==> src/rtl/tss_pkg.sv <==
`default_nettype none

package tss_pkg;

    // Default sizes of the problem
    localparam int MAX_VARS_DEF    = 64;
    localparam int MAX_CLAUSES_DEF = 256;
    localparam logic [6:0] NUM_VARS_RESET = 7'd64;

    // Request codes
    localparam logic REQ_ADD   = 1'b0;
    localparam logic REQ_SOLVE = 1'b1;

    typedef struct packed {
        logic              req_type;
        logic signed [7:0] lit_a;
        logic signed [7:0] lit_b;
    } in_word_t;

    typedef struct packed {
        logic        satisfiable;
        logic [63:0] assignment;
        logic        input_error;
        logic [8:0]  clauses_used;
    } out_word_t;

    typedef enum logic [3:0] {
        ST_IDLE,
        ST_FW_NEXT,
        ST_SCAN_RD,
        ST_SCAN_EV,
        ST_POP_WAIT,
        ST_TR_NEXT,
        ST_TR_LOAD,
        ST_CK_RD1,
        ST_CK_RD2,
        ST_CK_EV,
        ST_DONE
    } state_t;

    typedef enum logic [4:0] {
        CMD_NOP,
        CMD_ADD,
        CMD_SOLVE_INIT,
        CMD_FW_SKIP,
        CMD_FW_START,
        CMD_CLAUSE_RD,
        CMD_FINISH,
        CMD_POP_LOAD,
        CMD_PUSH,
        CMD_ADVANCE,
        CMD_TR_INIT,
        CMD_TR_ISSUE,
        CMD_TR_START,
        CMD_CK_INIT,
        CMD_CK_RD1,
        CMD_CK_RD2,
        CMD_CK_EVAL,
        CMD_OUT_LOAD
    } cmd_t;

    typedef struct packed {
        logic fw_done;
        logic iter_visited;
        logic scan_end;
        logic sp_one;
        logic hit;
        logic trans;
        logic tr_zero;
        logic tr_visited;
        logic ck_done;
        logic out_free;
    } status_t;

endpackage

`default_nettype wire

==> src/rtl/tss_ctrl.sv <==
`default_nettype none

module tss_ctrl
    import tss_pkg::*;
(
    input  wire logic    clk,
    input  wire logic    rst_n,
    input  wire logic    in_valid,
    input  wire logic    in_req_type,
    input  wire status_t status,
    output logic         in_ready,
    output cmd_t         cmd
);

    state_t state_reg;
    state_t state_next;

    always_ff @(posedge clk or negedge rst_n)
    begin
        if (!rst_n)
        begin
            state_reg <= ST_IDLE;
        end
        else
        begin
            state_reg <= state_next;
        end
    end

    // Next state
    always_comb
    begin
        state_next = state_reg;
        unique case (state_reg)
            ST_IDLE:
            begin
                if (in_valid && in_req_type == REQ_SOLVE)
                begin
                    state_next = ST_FW_NEXT;
                end
            end
            ST_FW_NEXT:
            begin
                if (status.fw_done)
                begin
                    state_next = ST_TR_NEXT;
                end
                else if (!status.iter_visited)
                begin
                    state_next = ST_SCAN_RD;
                end
            end
            ST_SCAN_RD:
            begin
                if (!status.scan_end)
                begin
                    state_next = ST_SCAN_EV;
                end
                else if (!status.sp_one)
                begin
                    state_next = ST_POP_WAIT;
                end
                else if (status.trans)
                begin
                    state_next = ST_TR_NEXT;
                end
                else
                begin
                    state_next = ST_FW_NEXT;
                end
            end
            ST_SCAN_EV:  state_next = ST_SCAN_RD;
            ST_POP_WAIT: state_next = ST_SCAN_RD;
            ST_TR_NEXT:  state_next = status.tr_zero ? ST_CK_RD1 : ST_TR_LOAD;
            ST_TR_LOAD:  state_next = status.tr_visited ? ST_TR_NEXT : ST_SCAN_RD;
            ST_CK_RD1:   state_next = status.ck_done ? ST_DONE : ST_CK_RD2;
            ST_CK_RD2:   state_next = ST_CK_EV;
            ST_CK_EV:    state_next = ST_CK_RD1;
            ST_DONE:
            begin
                if (status.out_free)
                begin
                    state_next = ST_IDLE;
                end
            end
            default:     state_next = ST_IDLE;
        endcase
    end

    // Command decode
    always_comb
    begin
        cmd      = CMD_NOP;
        in_ready = 1'b0;
        unique case (state_reg)
            ST_IDLE:
            begin
                in_ready = 1'b1;
                if (in_valid)
                begin
                    cmd = (in_req_type == REQ_SOLVE) ? CMD_SOLVE_INIT : CMD_ADD;
                end
            end
            ST_FW_NEXT:
            begin
                if (status.fw_done)
                begin
                    cmd = CMD_TR_INIT;
                end
                else if (status.iter_visited)
                begin
                    cmd = CMD_FW_SKIP;
                end
                else
                begin
                    cmd = CMD_FW_START;
                end
            end
            ST_SCAN_RD:  cmd = status.scan_end ? CMD_FINISH : CMD_CLAUSE_RD;
            ST_SCAN_EV:  cmd = status.hit ? CMD_PUSH : CMD_ADVANCE;
            ST_POP_WAIT: cmd = CMD_POP_LOAD;
            ST_TR_NEXT:  cmd = status.tr_zero ? CMD_CK_INIT : CMD_TR_ISSUE;
            ST_TR_LOAD:  cmd = status.tr_visited ? CMD_NOP : CMD_TR_START;
            ST_CK_RD1:   cmd = status.ck_done ? CMD_NOP : CMD_CK_RD1;
            ST_CK_RD2:   cmd = CMD_CK_RD2;
            ST_CK_EV:    cmd = CMD_CK_EVAL;
            ST_DONE:     cmd = status.out_free ? CMD_OUT_LOAD : CMD_NOP;
            default:     cmd = CMD_NOP;
        endcase
    end

endmodule

`default_nettype wire

==> config.mk <==
export PLATFORM = sky130hd
export DESIGN_NAME = tss_ctrl
export DESIGN_NICKNAME = d
export VERILOG_FILES = /design/src/rtl/tss_pkg.sv /design/src/rtl/tss_ctrl.sv
export SDC_FILE = /design/constraint.sdc
export NUM_CORES = 1
export LEC_CHECK = 0
export ABC_AREA = 1
export ABC_CLOCK_PERIOD_IN_PS = 1450
export BUFFER_PORTS_ARGS = -buffer_cell sky130_fd_sc_hd__clkbuf_2
export CORE_AREA = 5 5 42 44
export CTS_BUF_LIST = sky130_fd_sc_hd__clkbuf_8 sky130_fd_sc_hd__clkbuf_16
export DETAILED_ROUTE_END_ITERATION = 10
export DIE_AREA = 0 0 47 49
export GPL_TIMING_DRIVEN = 0
export PLACE_DENSITY = 0.76
export SYNTH_ARGS = -nofsm -noshare
export SYNTH_HDL_FRONTEND = slang
export SYNTH_SLANG_ARGS = --single-unit
export TNS_END_PERCENT = 20
==> constraint.sdc <==
create_clock -name clk -period 1.45 [get_ports clk]
set_input_delay 0.145 -clock clk [delete_from_list [all_inputs] [get_ports clk]]
set_output_delay 0.145 -clock clk [all_outputs]
set_load 0.005 [all_outputs]
Yosys cells after proc, flatten, opt, wreduce, memory -nomap -nowiden
Cells that the tools add are included.

cells by class
  eq/ne operators = 13
  muxes and demuxes = 23
  reduce and logical (&&, ||, !) cells = 4

operator list
  operator                                                                number
  5-bit one-hot mux with 11 select lines                                  1
  4-bit one-hot mux with 10 select lines                                  1
  4-bit two-way mux                                                       7
  3-bit two-way mux                                                       6
  4-bit by 3-bit equality test with 1-bit output (second input constant)  4
  4-bit equality test (second input constant)                             3
  4-bit by 2-bit equality test with 1-bit output (second input constant)  2
  2-bit two-way mux                                                       4
  5-bit two-way mux                                                       1
  4-bit by 1-bit equality test with 1-bit output (second input constant)  1
  4-bit zero test                                                         1
  2-bit inequality test (second input constant)                           2
  1-bit two-way mux                                                       3
  3-bit inequality test (second input constant)                           1
  3-bit AND reduction                                                     1
  2-bit OR reduction                                                      1
  1-bit logical AND                                                       1

storage, ports and cells
  flip-flop bits (word level) = 4
  input port bits = 14
  output and inout bits = 6
  word-level logic and storage cells = 41

Longest topological paths before layout
  word-level depth = 4
  mapped depth = 8

Worst setup path after synthesis
No wires, ideal clock.

  path type = reg2out
  start point = reg state_reg[1]
  end point = out cmd[0]
  data arrival time = 1042 ps
  required time = 1305 ps
  path slack = 263 ps
  cell stages (with the launch flop) = 6
  buffers on the path = 0
  path through = dfrtp_1 nor2_1 nand2_1 nor3b_1 nor2_1 nand2_1

between the ends
  longest elaborated chain between the ends = 2
  elaborated cells between the ends (all ways) = 12

RTL lines
  element                                      RTL line        source
  start, declared                              tss_ctrl.sv:15  state_t state_reg;
  start signal, assigned                       tss_ctrl.sv:26  state_reg <= state_next;
  4-bit equality test (tied with other cells)  tss_ctrl.sv:95  unique case (state_reg)
  5-bit one-hot mux with 11 select lines (*)   tss_ctrl.sv:95
  end, declared                                tss_ctrl.sv:12  output cmd_t cmd

Every way passes the cells marked *; elsewhere a longest branch is shown, timed or not.

Worst setup path in the final report
  start point = reg state_reg[2]
  end point = out cmd[0]

The elaborated chain is that of the path after synthesis.

==> results.sh <==
export IMPL_place_ws_ns=-0.03711
export IMPL_required_ns=1.31
export IMPL_clkTransAtPathRegs_ns=0.03
export IMPL_place_area_sq_um=643.1
export IMPL_yosysSeqAreaShare_pct=18.96
export IMPL_post_route_period_util_pct=105.7
export IMPL_nets=143
export IMPL_hold_viol_final=0
export IMPL_ys_ff_latch=4
export IMPL_netlist_instances=95
export IMPL_die_y_um=49
export IMPL_cpMostUsedCell="nand2_1"
export IMPL_yosys_area_top_type_share_pct=23.46
export IMPL_clock_sinks=4
export IMPL_routed_via_density=5.063
export IMPL_grt_max_degree=9
export IMPL_largest_reg_flops=4
export IMPL_track_usage_pct=13.77
export IMPL_maxCapViolations=0
export IMPL_worstPathArrival_ns=1.39
export IMPL_ys_top_cells_by_area="nand2_1, dfrtp_1, nand3_1, inv_1, nor2_1"
export IMPL_tightestPinTransition_ns=0.2149
export IMPL_cp_top_family="flip-flops"
export IMPL_design_area_sq_um=814.5
export IMPL_n_fill_cell=136
export IMPL_finalMaxSlewViolations=0
export IMPL_core_region_area_sq_um=1401
export IMPL_finalSetupViolCount=4
export IMPL_fmax_mhz=652.3
export IMPL_worstReg2RegEnd="state_reg[1]"
export IMPL_final_layout_size_suffix_gt1_share_pct=42.52
export IMPL_path_depth=7
export IMPL_firstDrtPassIters=4
export IMPL_criticalPathCategory="flip-flop to primary output"
export IMPL_crit_start="state_reg[2]"
export IMPL_r2r_cells=10
export IMPL_synth_cell_types=17
export IMPL_routed_wirelength_um=1578
export IMPL_grt_pass1_wl_um=2387
export IMPL_cts_root_buf="clkbuf_8"
export IMPL_n_antenna_cell=0
export IMPL_avgSynthCellArea_sq_um=5.558
export IMPL_fin_util_pct=58.13
export IMPL_clock_latency_ns=0.21
export IMPL_drtAntennaViolNets=0
export IMPL_cp_start_kind="flip-flop"
export IMPL_mostFrequentLayoutCells="nand2_1, clkbuf_2, nand3_1"
export IMPL_status="complete, but fails checks"
export IMPL_crit_end="cmd[0]"
export IMPL_cp_slowest_stage_delay_ns=0.43
export IMPL_io_pins=20
export IMPL_place_congestion=0.8817
export IMPL_irDropWorstVdd_mv=1.231
export IMPL_skew_ns=0.0004738
export IMPL_cts_tree="built"
export IMPL_routed_via_count=724
export IMPL_clock_path_buffers=2
export IMPL_numCtsBuffers=3
export IMPL_io_buffers=19
export IMPL_end_kind="primary output"
export IMPL_die_area_sq_um=2303
export IMPL_grt_pass1_vias=618
export IMPL_yosysWarningCount=0
export IMPL_slew_headroom_pct=85.64
export IMPL_stdcell_count=143
export IMPL_power_density_nw_per_um2=1946
export IMPL_final_common_cell="nand2_1"
export IMPL_crit_chain="nor2_4 > buf_12 > nand2_1 > o211ai_1 > nor2_1 > nand2_1 > clkbuf_2"
export IMPL_place_inst=130
export IMPL_synth_nets=109
export IMPL_fin_crit_ns=1.533
export IMPL_syn2layout_area_growth_pct=54.27
export IMPL_critPathSlowestCell="dfrtp_2"
export IMPL_synth_top_cell_by_area="nand2_1"
export IMPL_timing_rr_start="state_reg[2]"
export IMPL_setup_ws_ns=-0.08313
export IMPL_leakagePower_nw=0.4937
export IMPL_die_w_um=47
export IMPL_rrSetupSlack_ns=0.14
export IMPL_wl_per_cell_um=11.03
export IMPL_drc_errors=0
export IMPL_failed_checks="setup timing"
export IMPL_start_util_pct=37.68
export IMPL_grt_overflow_total=0
export IMPL_place_hpwl_um=1178
export IMPL_antenna_found_initial=0
export IMPL_hold_path_class="input port to flip-flop"
export IMPL_htree_num_levels=1
export IMPL_critPathMaxFanout=6
export IMPL_first_iter_violations=18
export IMPL_setup_tns_ns=-0.2441
export IMPL_rsz0062_at_grt="yes"
export IMPL_worst_path_buf_inv=2
export IMPL_num_rows=14
export IMPL_syn_area_sq_um=528.0
==> cell usage after synthesis <==
cell / count
nand2_1: 33
nand3_1: 16
inv_1: 13
nor2_1: 12
dfrtp_1: 4
nor2_4: 4
nand2_2: 2
o21ai_0: 2
a21oi_1: 1
inv_2: 1
nand3_2: 1
nand4_1: 1
nor2_2: 1
nor3b_1: 1
o211ai_1: 1
o21ai_2: 1
o21bai_1: 1
==> power by group <==
group	switching [W]	internal [W]	total, W
logic	0.000597	0.000504	0.00110
registers	0.0000907	0.000165	0.000256
clock network	0.0000519	0.000177	0.000228
==> worst min-delay path by stage <==
stage,startpoint,end,slack [ns],cells after the start
finish,status[4],state_reg[2],0.17,3
CTS,status[4],state_reg[2],0.18,3
global placement,rst_n,state_reg[1],-0.05,1
detailed placement,rst_n,state_reg[0],-0.05,1
global route,status[4],state_reg[2],0.19,3
floorplan,rst_n,state_reg[0],-0.15,0
==> area by class of cell <==
cell class | count | area [sq um] | share of cell area (%)
Multi-Input combinational cell | 77 | 410.4 | 50.38
Timing Repair Buffer | 29 | 185.2 | 22.73
Sequential cell | 4 | 105.1 | 12.90
Inverter | 14 | 52.55 | 6.452
Clock buffer | 3 | 41.29 | 5.069
Tap cell | 16 | 20.02 | 2.458
==> stage by stage <==
| step | hold slack [ns] | total power (W) |
|---|---|---|
| detailed placement | -0.04665 | 0.001058 |
| CTS | 0.1779 | 0.001516 |
| finish | 0.1662 | 0.001585 |
| floorplan | -0.1506 | 0.0008013 |
| global route | 0.1941 | 0.001720 |
| global placement | -0.05024 | 0.001045 |
==> logic make-up after synthesis <==
family / share of synthesized area, %
AO/OA/AOI/OAI: 7.347
buffers and inverters: 9.953
flip-flops: 18.96
AND/OR/NAND/NOR: 63.75
==> routing by layer <==
metal	track usage, %	share of wire (%)	up-vias
met5	0	0	-
met4	5.069	0.63	0
met3	3.690	7.3	2
met2	22.17	53	31
met1	16.85	39	322
li1	-	-	369
==> tightest hold or removal path: stages <==
cell      delay (ns)
clkbuf_2        0.08
o21bai_1        0.06
nand4_1         0.06
==> timing repair <==
action	in CTS	in global routing
pin swaps	3	4
hold endpoints to repair	4	0
hold buffers	1	0
setup buffers	6	3
setup endpoints to repair	4	5
gates resized for setup	14	4
Note: power is estimated with default switching activity, not from simulation.
